`config.mk`:
```
export PLATFORM = sky130hd
export DESIGN_NAME = serial_text_window_scroller_core
export DESIGN_NICKNAME = d
export VERILOG_FILES = /design/src/design/stws_pkg.sv /design/src/design/stws_ram.sv /design/src/design/stws_cursor.sv /design/src/design/serial_text_window_scroller_core.sv
export VERILOG_INCLUDE_DIRS = /design/src /design/src/design
export SDC_FILE = /design/constraint.sdc
export NUM_CORES = 2
export LEC_CHECK = 0
export ABC_CLOCK_PERIOD_IN_PS = 11360
export BUFFER_PORTS_ARGS = -buffer_cell sky130_fd_sc_hd__buf_2
export CAP_MARGIN = 20
export CORE_ASPECT_RATIO = 1.25
export CORE_MARGIN = 1.5
export CORE_UTILIZATION = 40
export CTS_CLUSTER_SIZE = 20
export DETAILED_ROUTE_END_ITERATION = 10
export GPL_TIMING_DRIVEN = 0
export PLACE_DENSITY = 0.54
export SLEW_MARGIN = 5
export SYNTH_ARGS = -nofsm -noshare
export SYNTH_HDL_FRONTEND = slang
export SYNTH_HIERARCHICAL = 1
export SYNTH_SLANG_ARGS = --single-unit
```
`constraint.sdc`:
```
create_clock -name clk -period 11.36 [get_ports clk]
set_input_delay 2.272 -clock clk [delete_from_list [all_inputs] [get_ports clk]]
set_output_delay 2.272 -clock clk [all_outputs]
set_load 0.01 [all_outputs]
```
`src/design/serial_text_window_scroller_core_assert.svh`:
```
// Assertion macros for the serial text window scroller core.
// Needs clk and rst in the scope where the macros are used.
`ifndef SERIAL_TEXT_WINDOW_SCROLLER_CORE_ASSERT_SVH
`define SERIAL_TEXT_WINDOW_SCROLLER_CORE_ASSERT_SVH

// Same-cycle implication, checked outside reset.
`define STWS_ASSERT_NOW(lbl, ante, cons, msg) \
  lbl: assert property (@(posedge clk) disable iff (rst) (ante) |-> (cons)) \
    else $error(msg);

// Next-cycle implication, checked outside reset.
`define STWS_ASSERT_NEXT(lbl, ante, cons, msg) \
  lbl: assert property (@(posedge clk) disable iff (rst) (ante) |=> (cons)) \
    else $error(msg);

`endif

```
`src/design/stws_pkg.sv`:
```
// Shared types and constants for the serial text window scroller.
// No dependencies.
package stws_pkg;

  // command codes carried in s_tuser
  localparam logic CMD_STORE = 1'b0;
  localparam logic CMD_CLEAR = 1'b1;

  localparam logic [7:0] NEWLINE_CODE = 8'd10;

  // number of screen rows to scroll after one byte (0, 1 or 2)
  typedef logic [1:0] scroll_cnt_t;

endpackage

```
`src/design/stws_ram.sv`:
```
// Generic single-write, single-read synchronous RAM with registered read data.
// No dependencies.
module stws_ram #(
  parameter int WIDTH = 8,
  parameter int DEPTH = 256,
  localparam int AW = (DEPTH > 1) ? $clog2(DEPTH) : 1
) (
  input  logic             clk,
  input  logic             we,
  input  logic [AW-1:0]    waddr,
  input  logic [WIDTH-1:0] wdata,
  input  logic [AW-1:0]    raddr,
  output logic [WIDTH-1:0] rdata
);

  logic [WIDTH-1:0] mem [DEPTH];

  always_ff @(posedge clk) begin
    if (we) begin
      mem[waddr] <= wdata;
    end
    rdata <= mem[raddr];
  end

endmodule

```
`src/design/stws_cursor.sv`:
```
// Cursor update for one stored byte: next column, next row and scroll count.
// Depends on stws_pkg.
module stws_cursor #(
  parameter int WIN_COLS = 16,
  parameter int WIN_ROWS = 4,
  localparam int CW = $clog2(WIN_COLS + 1),
  localparam int RW = $clog2(WIN_ROWS)
) (
  input  logic [CW-1:0]             col,
  input  logic [RW-1:0]             row,
  input  logic [7:0]                rx_byte,
  output logic [CW-1:0]             col_next,
  output logic [RW-1:0]             row_next,
  output stws_pkg::scroll_cnt_t     scroll
);
  import stws_pkg::*;

  logic          line_full;
  logic [RW:0]   nl_row;

  assign line_full = (col == CW'(WIN_COLS));
  // newline after a full line skips one extra row
  assign nl_row    = {1'b0, row} + (line_full ? (RW+1)'(2) : (RW+1)'(1));

  always_comb begin
    col_next = col;
    row_next = row;
    scroll   = '0;
    if (rx_byte == NEWLINE_CODE) begin
      col_next = '0;
      if (nl_row >= (RW+1)'(WIN_ROWS)) begin
        row_next = RW'(WIN_ROWS - 1);
        scroll   = (nl_row == (RW+1)'(WIN_ROWS + 1)) ? scroll_cnt_t'(2) : scroll_cnt_t'(1);
      end else begin
        row_next = nl_row[RW-1:0];
      end
    end else if (line_full) begin
      // wrap: move down, or scroll when already on the last row
      col_next = CW'(1);
      if (row == RW'(WIN_ROWS - 1)) begin
        scroll = scroll_cnt_t'(1);
      end else begin
        row_next = row + RW'(1);
      end
    end else begin
      col_next = col + CW'(1);
    end
  end

endmodule

```
`src/design/serial_text_window_scroller_core.sv`:
```
// Serial text window scroller core: ring buffer of received bytes with a text window tracker.
// Depends on stws_pkg, stws_ram, stws_cursor and serial_text_window_scroller_core_assert.svh.

// Each accepted word either stores a received byte (s_tuser low) or clears the window
// pointers and counters (s_tuser high); every word yields one result word with the view
// start, write position, cursor column and row and the saturating fill count. A clear
// goes straight to the output state. A stored byte is written and the cursor updated; a
// scroll then primes the read port and scans stored characters, at most 2*WIN_COLS, to
// advance the view start. The result is loaded once the output register is free, and the
// next word is accepted only after that. After reset the character memory is zeroed over
// all BUF_DEPTH addresses, and no word is accepted during that pass. A finished result
// waits in the output register while the next word is taken.
module serial_text_window_scroller_core #(
  parameter int BUF_DEPTH = 256,
  parameter int WIN_COLS  = 16,
  parameter int WIN_ROWS  = 4
) (
  input  logic        clk,
  input  logic        rst,
  input  logic        s_tvalid,
  output logic        s_tready,
  input  logic [7:0]  s_tdata,   // [7:0] rx_byte
  input  logic        s_tuser,   // [0] cmd
  output logic        m_tvalid,
  input  logic        m_tready,
  output logic [31:0] m_tdata    // [7:0] start_index, [15:8] end_index, [20:16] cursor_col,
                                 // [22:21] cursor_row, [31:23] fill_count
);
  import stws_pkg::*;

  localparam int AW = $clog2(BUF_DEPTH);
  localparam int FW = $clog2(BUF_DEPTH + 1);
  localparam int CW = $clog2(WIN_COLS + 1);
  localparam int RW = $clog2(WIN_ROWS);

  typedef enum logic [2:0] {
    S_INIT, S_IDLE, S_WRITE, S_PRIME, S_SCAN, S_OUT
  } state_t;

  state_t        state;
  logic [AW-1:0] clr_addr;
  logic [AW-1:0] write_ptr;
  logic [AW-1:0] view_start;
  logic [FW-1:0] received_total;
  logic [CW-1:0] col_pos;
  logic [RW-1:0] row_pos;
  scroll_cnt_t   scroll_left;
  logic [CW-1:0] scan_cnt;
  logic [7:0]    byte_reg;

  logic          ram_we;
  logic [AW-1:0] ram_waddr;
  logic [7:0]    ram_wdata;
  logic [AW-1:0] ram_raddr;
  logic [7:0]    ram_rdata;

  logic [CW-1:0] col_next;
  logic [RW-1:0] row_next;
  scroll_cnt_t   scroll_req;

  logic [31:0]   start_w;
  logic [31:0]   end_w;
  logic [31:0]   col_w;
  logic [31:0]   row_w;
  logic [31:0]   fill_w;
  logic          row_done;
  logic          out_load;

  function automatic logic [AW-1:0] next_index(input logic [AW-1:0] idx);
    next_index = (idx == AW'(BUF_DEPTH - 1)) ? '0 : idx + AW'(1);
  endfunction

  assign s_tready = (state == S_IDLE);

  always_comb begin
    ram_we    = 1'b0;
    ram_waddr = write_ptr;
    ram_wdata = byte_reg;
    ram_raddr = view_start;
    unique case (state)
      S_INIT: begin
        ram_we    = 1'b1;
        ram_waddr = clr_addr;
        ram_wdata = '0;
      end
      S_WRITE: ram_we = 1'b1;
      // read ahead: fetch the character after the current one, which is scanned next
      S_SCAN:  ram_raddr = next_index(view_start);
      default: ;
    endcase
  end

  stws_ram #(
    .WIDTH (8),
    .DEPTH (BUF_DEPTH)
  ) u_store (
    .clk   (clk),
    .we    (ram_we),
    .waddr (ram_waddr),
    .wdata (ram_wdata),
    .raddr (ram_raddr),
    .rdata (ram_rdata)
  );

  stws_cursor #(
    .WIN_COLS (WIN_COLS),
    .WIN_ROWS (WIN_ROWS)
  ) u_cursor (
    .col      (col_pos),
    .row      (row_pos),
    .rx_byte  (byte_reg),
    .col_next (col_next),
    .row_next (row_next),
    .scroll   (scroll_req)
  );

  assign row_done = (ram_rdata == NEWLINE_CODE) || (scan_cnt == CW'(WIN_COLS - 1));

  // load the output register once it is free
  assign out_load = (state == S_OUT) && (!m_tvalid || m_tready);

  assign start_w = 32'(view_start);
  assign end_w   = 32'(write_ptr);
  assign col_w   = 32'(col_pos);
  assign row_w   = 32'(row_pos);
  assign fill_w  = 32'(received_total);

  always_ff @(posedge clk) begin
    if (rst) begin
      state          <= S_INIT;
      clr_addr       <= '0;
      write_ptr      <= '0;
      view_start     <= '0;
      received_total <= '0;
      col_pos        <= '0;
      row_pos        <= '0;
      scroll_left    <= '0;
      scan_cnt       <= '0;
      m_tvalid       <= 1'b0;
    end else begin
      if (out_load) begin
        m_tdata  <= {fill_w[8:0], row_w[1:0], col_w[4:0], end_w[7:0], start_w[7:0]};
        m_tvalid <= 1'b1;
      end else if (m_tready) begin
        m_tvalid <= 1'b0;
      end
      unique case (state)
        S_INIT: begin
          clr_addr <= clr_addr + AW'(1);
          if (clr_addr == AW'(BUF_DEPTH - 1)) begin
            state <= S_IDLE;
          end
        end
        S_IDLE: begin
          if (s_tvalid) begin
            byte_reg <= s_tdata;
            if (s_tuser == CMD_CLEAR) begin
              write_ptr      <= '0;
              view_start     <= '0;
              received_total <= '0;
              col_pos        <= '0;
              row_pos        <= '0;
              state          <= S_OUT;
            end else begin
              state <= S_WRITE;
            end
          end
        end
        S_WRITE: begin
          write_ptr <= next_index(write_ptr);
          if (received_total != FW'(BUF_DEPTH)) begin
            received_total <= received_total + FW'(1);
          end
          col_pos     <= col_next;
          row_pos     <= row_next;
          scroll_left <= scroll_req;
          scan_cnt    <= '0;
          state       <= (scroll_req != '0) ? S_PRIME : S_OUT;
        end
        S_PRIME: state <= S_SCAN;
        S_SCAN: begin
          view_start <= next_index(view_start);
          if (row_done) begin
            scan_cnt    <= '0;
            scroll_left <= scroll_left - scroll_cnt_t'(1);
            if (scroll_left == scroll_cnt_t'(1)) begin
              state <= S_OUT;
            end
          end else begin
            scan_cnt <= scan_cnt + CW'(1);
          end
        end
        S_OUT: begin
          // hold until the output register is free
          if (out_load) begin
            state <= S_IDLE;
          end
        end
        default: state <= S_IDLE;
      endcase
    end
  end

`include "serial_text_window_scroller_core_assert.svh"

  `STWS_ASSERT_NEXT(a_accept_busy, s_tvalid && s_tready, !s_tready, "accepted word did not leave idle")
  `STWS_ASSERT_NOW(a_scan_rows, state == S_SCAN, scroll_left != '0, "scan running with no rows left")
  `STWS_ASSERT_NOW(a_row_range, state == S_IDLE, row_pos <= RW'(WIN_ROWS - 1), "cursor row past window")
  `STWS_ASSERT_NOW(a_fill_sat, state == S_IDLE, received_total <= FW'(BUF_DEPTH), "fill count overflow")

endmodule

```
[Yosys cells after proc, flatten, opt, wreduce, memory -nomap -nowiden]
Memories as Yosys holds them, arrays and structs flattened. A register that Yosys moved wholly into a read port is not among the register bits.
Index checks and enable logic that the tools add are counted.
Operators by class
  $add $sub $neg: 9
  magnitude comparators: 1
  equality and inequality tests: 25
  muxes and demuxes: 48
  bitwise operators: 1
  reductions and logical operators: 19
Operators by type and width (number)
  2-to-1 mux 8 bit: 7
  case mux 8 bit (2 select lines): 2
  2-to-1 mux 9 bit: 3
  2-to-1 mux 5 bit: 5
  adder 8 x 1 -> 8 bit, second input constant: 3
  == test 8 bit, second input constant: 3
  2-to-1 mux 2 bit: 12
  2-to-1 mux 3 bit: 7
  case mux 5 bit (2 select lines): 2
  case mux 3 bit (6 select lines): 1
  case mux 9 bit (2 select lines): 1
  == test 8 x 4 -> 1 bit, second input constant: 2
  inequality test 2 bit, second input constant: 6
  adder 5 x 1 -> 5 bit, second input constant: 2
  AND reduction 5 bit: 2
  nonzero test 2 bit: 5
  adder 9 x 1 -> 9 bit, second input constant: 1
  == test 3 bit, second input constant: 3
  inequality test 9 bit, second input constant: 1
  AND reduction 3 bit: 3
  case mux 2 bit (2 select lines): 2
  == test 3 x 2 -> 1 bit, second input constant: 2
  2-to-1 mux 1 bit: 6
  == test 5 x 4 -> 1 bit, second input constant: 1
  other kinds (19): 21
Storage, ports and cells
  register bits after elaboration: 91
  memory bits (writable): 2048
  bits of input ports: 13
  memories: 1
Memory list
  u_store.mem: words 256, bits a word 8, rd ports 1, clocked after memory_dff 1, write ports 1, line stws_ram.sv:16  | logic [WIDTH-1:0] mem [DEPTH];

[Longest topological paths before layout]
  depth after elaboration: 10
  mapped depth: 15

[By module]
Netlist, hierarchy kept.
Modules (own cells, without submodules)
  stws_ram: times used 1, cells an instance 3733, area an instance 79556.3 µm²
  serial_text_window_scroller_core: times used 1, cells an instance 388, area an instance 4021.4 µm²
  stws_cursor: times used 1, cells an instance 36, area an instance 274.0 µm²

[Worst setup path after synthesis]
OpenSTA, ideal clock, no wires.
  path kind: register to register
  start: register state[2]
  end: memory u_store.mem[0][7], data pin
  library setup time: 1460 ps
  arrival: 7022 ps
  path slack: 2878 ps
  stages on the path, launching flop included: 5
  path through: dfxtp_1 -> buf_2 -> nor3_2 -> clkbuf_1 -> nor2b_1
Between the ends
  longest elaborated chain between the ends: 2
Ends and longest elaborated chain
  start: declaration: line serial_text_window_scroller_core.sv:40  | state_t state;
  start signal: assignment: line serial_text_window_scroller_core.sv:178  | state <= (scroll_req != '0) ? S_PRIME : S_OUT;
  logical NOT 3 bit: line serial_text_window_scroller_core.sv:80  | unique case (state)
  2-to-1 mux 8 bit: line serial_text_window_scroller_core.sv:80
  named net ram_wdata[7]: line serial_text_window_scroller_core.sv:53  | logic [7:0] ram_wdata;
  end: declaration: line stws_ram.sv:16
The timed path passes the listed nets, and every way through them passes these cells.

[Worst setup path in the final report]
  start: register state[0]
  end: register u_store.rdata[1] (read register of u_store.mem)
Between the ends
  longest elaborated chain between the ends: 2
Ends and longest elaborated chain
  == test 3 bit: line serial_text_window_scroller_core.sv:80
  2-to-1 mux 8 bit: line serial_text_window_scroller_core.sv:80
  named net ram_raddr[2]: line serial_text_window_scroller_core.sv:54  | logic [AW-1:0] ram_raddr;
  end: declaration: line stws_ram.sv:13  | output logic [WIDTH-1:0] rdata
The timed path passes the listed nets, and every way through them passes these cells.
A chain may end at the register's enable or synchronous reset.

==> flow_metrics.env <==
export IMPL_rsz0062_at_grt="false"
export IMPL_period_needed_ps=6410
export IMPL_h_tree_depth=4
export IMPL_cp_arrival_ps=7120
export IMPL_status="completed"
export IMPL_clkSinkCount=2147
export IMPL_synthCells=4157
export IMPL_largest_reg_flops=2048
export IMPL_finalHoldViolations=0
export IMPL_pwr_density_cell_nw_per_um2=217
export IMPL_required_ps=12060
export IMPL_async_flop_share=0
export IMPL_cts_clk_slew_worst_paths_ps=60
export IMPL_drc=0
export IMPL_min_delay_path_class="flop to flop"
export IMPL_hold_buffers=0
export IMPL_drtIter0Drc=5730
export IMPL_maxSlewViolCount=0
export IMPL_ys_seq_area_frac=0.762
export IMPL_p_sw_frac=0.289
export IMPL_die_area_um2=212000
export IMPL_core_area_um2=208000
export IMPL_dp_slack_ps=5270
export IMPL_synth_distinct_cells=88
export IMPL_ant_nets=0
export IMPL_finClkSkew_ps=33.9
export IMPL_initial_utilization=0.403
export IMPL_fmax_mhz=156
export IMPL_worstMarginPinSlew_ps=1260
export IMPL_drt_wl_total_mm=271
export IMPL_drt_vias_per_instance=6.04
export IMPL_ios=47
export IMPL_avgSynthCellArea_um2=20.2
export IMPL_syn_cell_area_um2=83900
export IMPL_tritoncts="yes"
export IMPL_combPwrFrac=0.234
export IMPL_numCtsBuffers=203
export IMPL_cts_root_buf="clkbuf_16"
export IMPL_grt_first_pass_wirelength_mm=366
export IMPL_post_drt_wl_per_cell_um=36.4
export IMPL_synth_seq_cells=2147
export IMPL_nets=4532
export IMPL_ff_latch_area_um2=63900
export IMPL_synth_edf_count=2088
export IMPL_synth_ff_type="edfxtp_1"
export IMPL_cp_end_kind="flop"
export IMPL_ir_drop_mv=0.182
export IMPL_placed_area_um2=89300
export IMPL_dpl_hpwl_mm=190
export IMPL_setup_tns_ps=0
export IMPL_grt_pass1_vias=44200
export IMPL_setup_slack_ps=4950
export IMPL_layout_commonest_cell="edfxtp_1"
export IMPL_setup_violations=0
export IMPL_chipWidth_um=413
export IMPL_ctsLongestPathBuffers=3
export IMPL_num_vias=44800
export IMPL_seqPwrFrac=0.443
export IMPL_maxCapViolations=0
export IMPL_antenna_found_initial=6
export IMPL_synth_nets=4182
export IMPL_relSlewSlack=0.152
export IMPL_post_cts_resized=0
export IMPL_cellLeakagePower_nw=29.4
export IMPL_drt_first_pass_iters=6
export IMPL_period_share=0.564
export IMPL_layout_common_cells="edfxtp_1 (2088), mux4_2 (454), nor2_1 (332)"
export IMPL_portBuffers=46
export IMPL_rows=187
export IMPL_regMostFlops="u_store/mem"
export IMPL_switching_power_mw=6.02
export IMPL_die_y_um=515
export IMPL_start_kind="flop"
export IMPL_finalInstanceArea_um2=95800
export IMPL_post_route_util=0.461
export IMPL_insertion_delay_ps=870
export IMPL_p_int_mw=14.8
export IMPL_path_class="flop to flop"
export IMPL_reg_top3="u_store/mem: 2048 flops, m_tdata: 32 flops, received_total: 9 flops"
export IMPL_grt_usage=0.254
export IMPL_grt_max_degree=45
export IMPL_synth_warnings=6
export IMPL_drive_above_1_share=0.227
export IMPL_multi_input_area_um2=18500
export IMPL_clkPwrFrac=0.323
export IMPL_path_max_fanout=10
export IMPL_synthToLayoutAreaGrowth_pct=14.3
export IMPL_overflow=0
export IMPL_gp_congestion=0.990
export IMPL_nFillCells=17500
export IMPL_worst_hold_slack_ps=504
export IMPL_postCtsSetupRepairBufs=0
## area by class of cell
| cell class | count | area share |
|---|---|---|
| diodes | 10 | 0.000261 |
| plain buffers | 253 | 0.0164 |
| clock buffers | 259 | 0.0562 |
| clock inverters | 113 | 0.0115 |
| inverters | 14 | 0.000548 |
| multi-input cells | 1743 | 0.193 |
| flip-flops and latches | 2147 | 0.667 |
| well taps | 2740 | 0.0358 |
| repair buffers | 145 | 0.0198 |
## cells in the mapped netlist (11+ instances only)
cell type	count	area [um^2]
a22oi_1	143	1070
edfxtp_1	2088	62700
buf_8	13	195
dfxtp_1	59	1180
nor4_1	27	169
a211oi_1	20	150
nor2b_1	42	263
nor2_1	332	1250
nand3_1	53	265
o21ai_1	13	65.1
nor3_1	36	180
nand2_1	55	206
nand2b_1	13	81.3
o21ai_0	15	75.1
nand4_1	16	100
buf_1	24	90.1
buf_2	34	170
mux2i_1	137	1370
a21oi_1	121	606
o22ai_1	34	213
buf_4	27	203
inv_1	12	45.0
ha_1	11	138
o221ai_1	48	420
clkbuf_1	125	469
a221oi_1	13	114
buf_6	22	248
o211ai_1	12	90.1
mux4_2	454	10200
## routing by layer
metal | share of wire | up-vias | global-route usage
met5 | 0 | - | 0
met4 | 0.061 | 0 | 0.127
met3 | 0.083 | 537 | 0.0508
met2 | 0.49 | 2298 | 0.424
met1 | 0.36 | 24000 | 0.314
li1 | - | 18000 | -
## per-stage QoR
step / cells / power, mW
after floorplan: 4157 / 12.3
after global placement: 6943 / 14.3
after detailed placement: 7041 / 14.2
after CTS: 7413 / 20.9
after global routing: 7415 / 21.3
final: 7424 / 20.8
## kinds of logic after synthesis
group	Yosys count	share of synthesized area
adders and majority gates	12	0.00188
muxes	602	0.140
xor gates and xnor gates	13	0.00136
and+or+nand+nor	636	0.0359
DFF	2147	0.762
buffers and inverters	267	0.0189
AOI/OAI and AO/OA	480	0.0399
## path summary, 6_finish.rpt
kind                            cells past startpoint                to               from  slack, ps
worst max-delay path                               13  u_store/rdata[1]           state[0]       4950
worst min-delay path                                0       m_tdata[31]  received_total[8]        500
worst max register to register                     13  u_store/rdata[1]           state[0]       4950
worst min register to register                      0       m_tdata[31]  received_total[8]        500
## critical path, cell delays in order (launching register included)
cell      delay, ps
dfxtp_1         350
clkbuf_1        220
nor3b_1         320
clkbuf_1        500
nand2_1         140
xnor2_1         990
buf_2           620
buf_2           580
nor2_1          340
clkbuf_1        560
a22oi_1         370
a21oi_1         220
nor4_1          930
nor4_1           80
## power groups by stage
stage                     clock network [mW]  logic, mW  registers (mW)
after CTS                               6.83       4.86            9.21
after floorplan                            0       2.77            9.55
after global placement                     0       4.56            9.79
after detailed placement                   0       4.86            9.38
after global routing                    7.09       4.99            9.21
final                                   6.73       4.87            9.21
No activity file was read; power rests on OpenSTA's default activity.
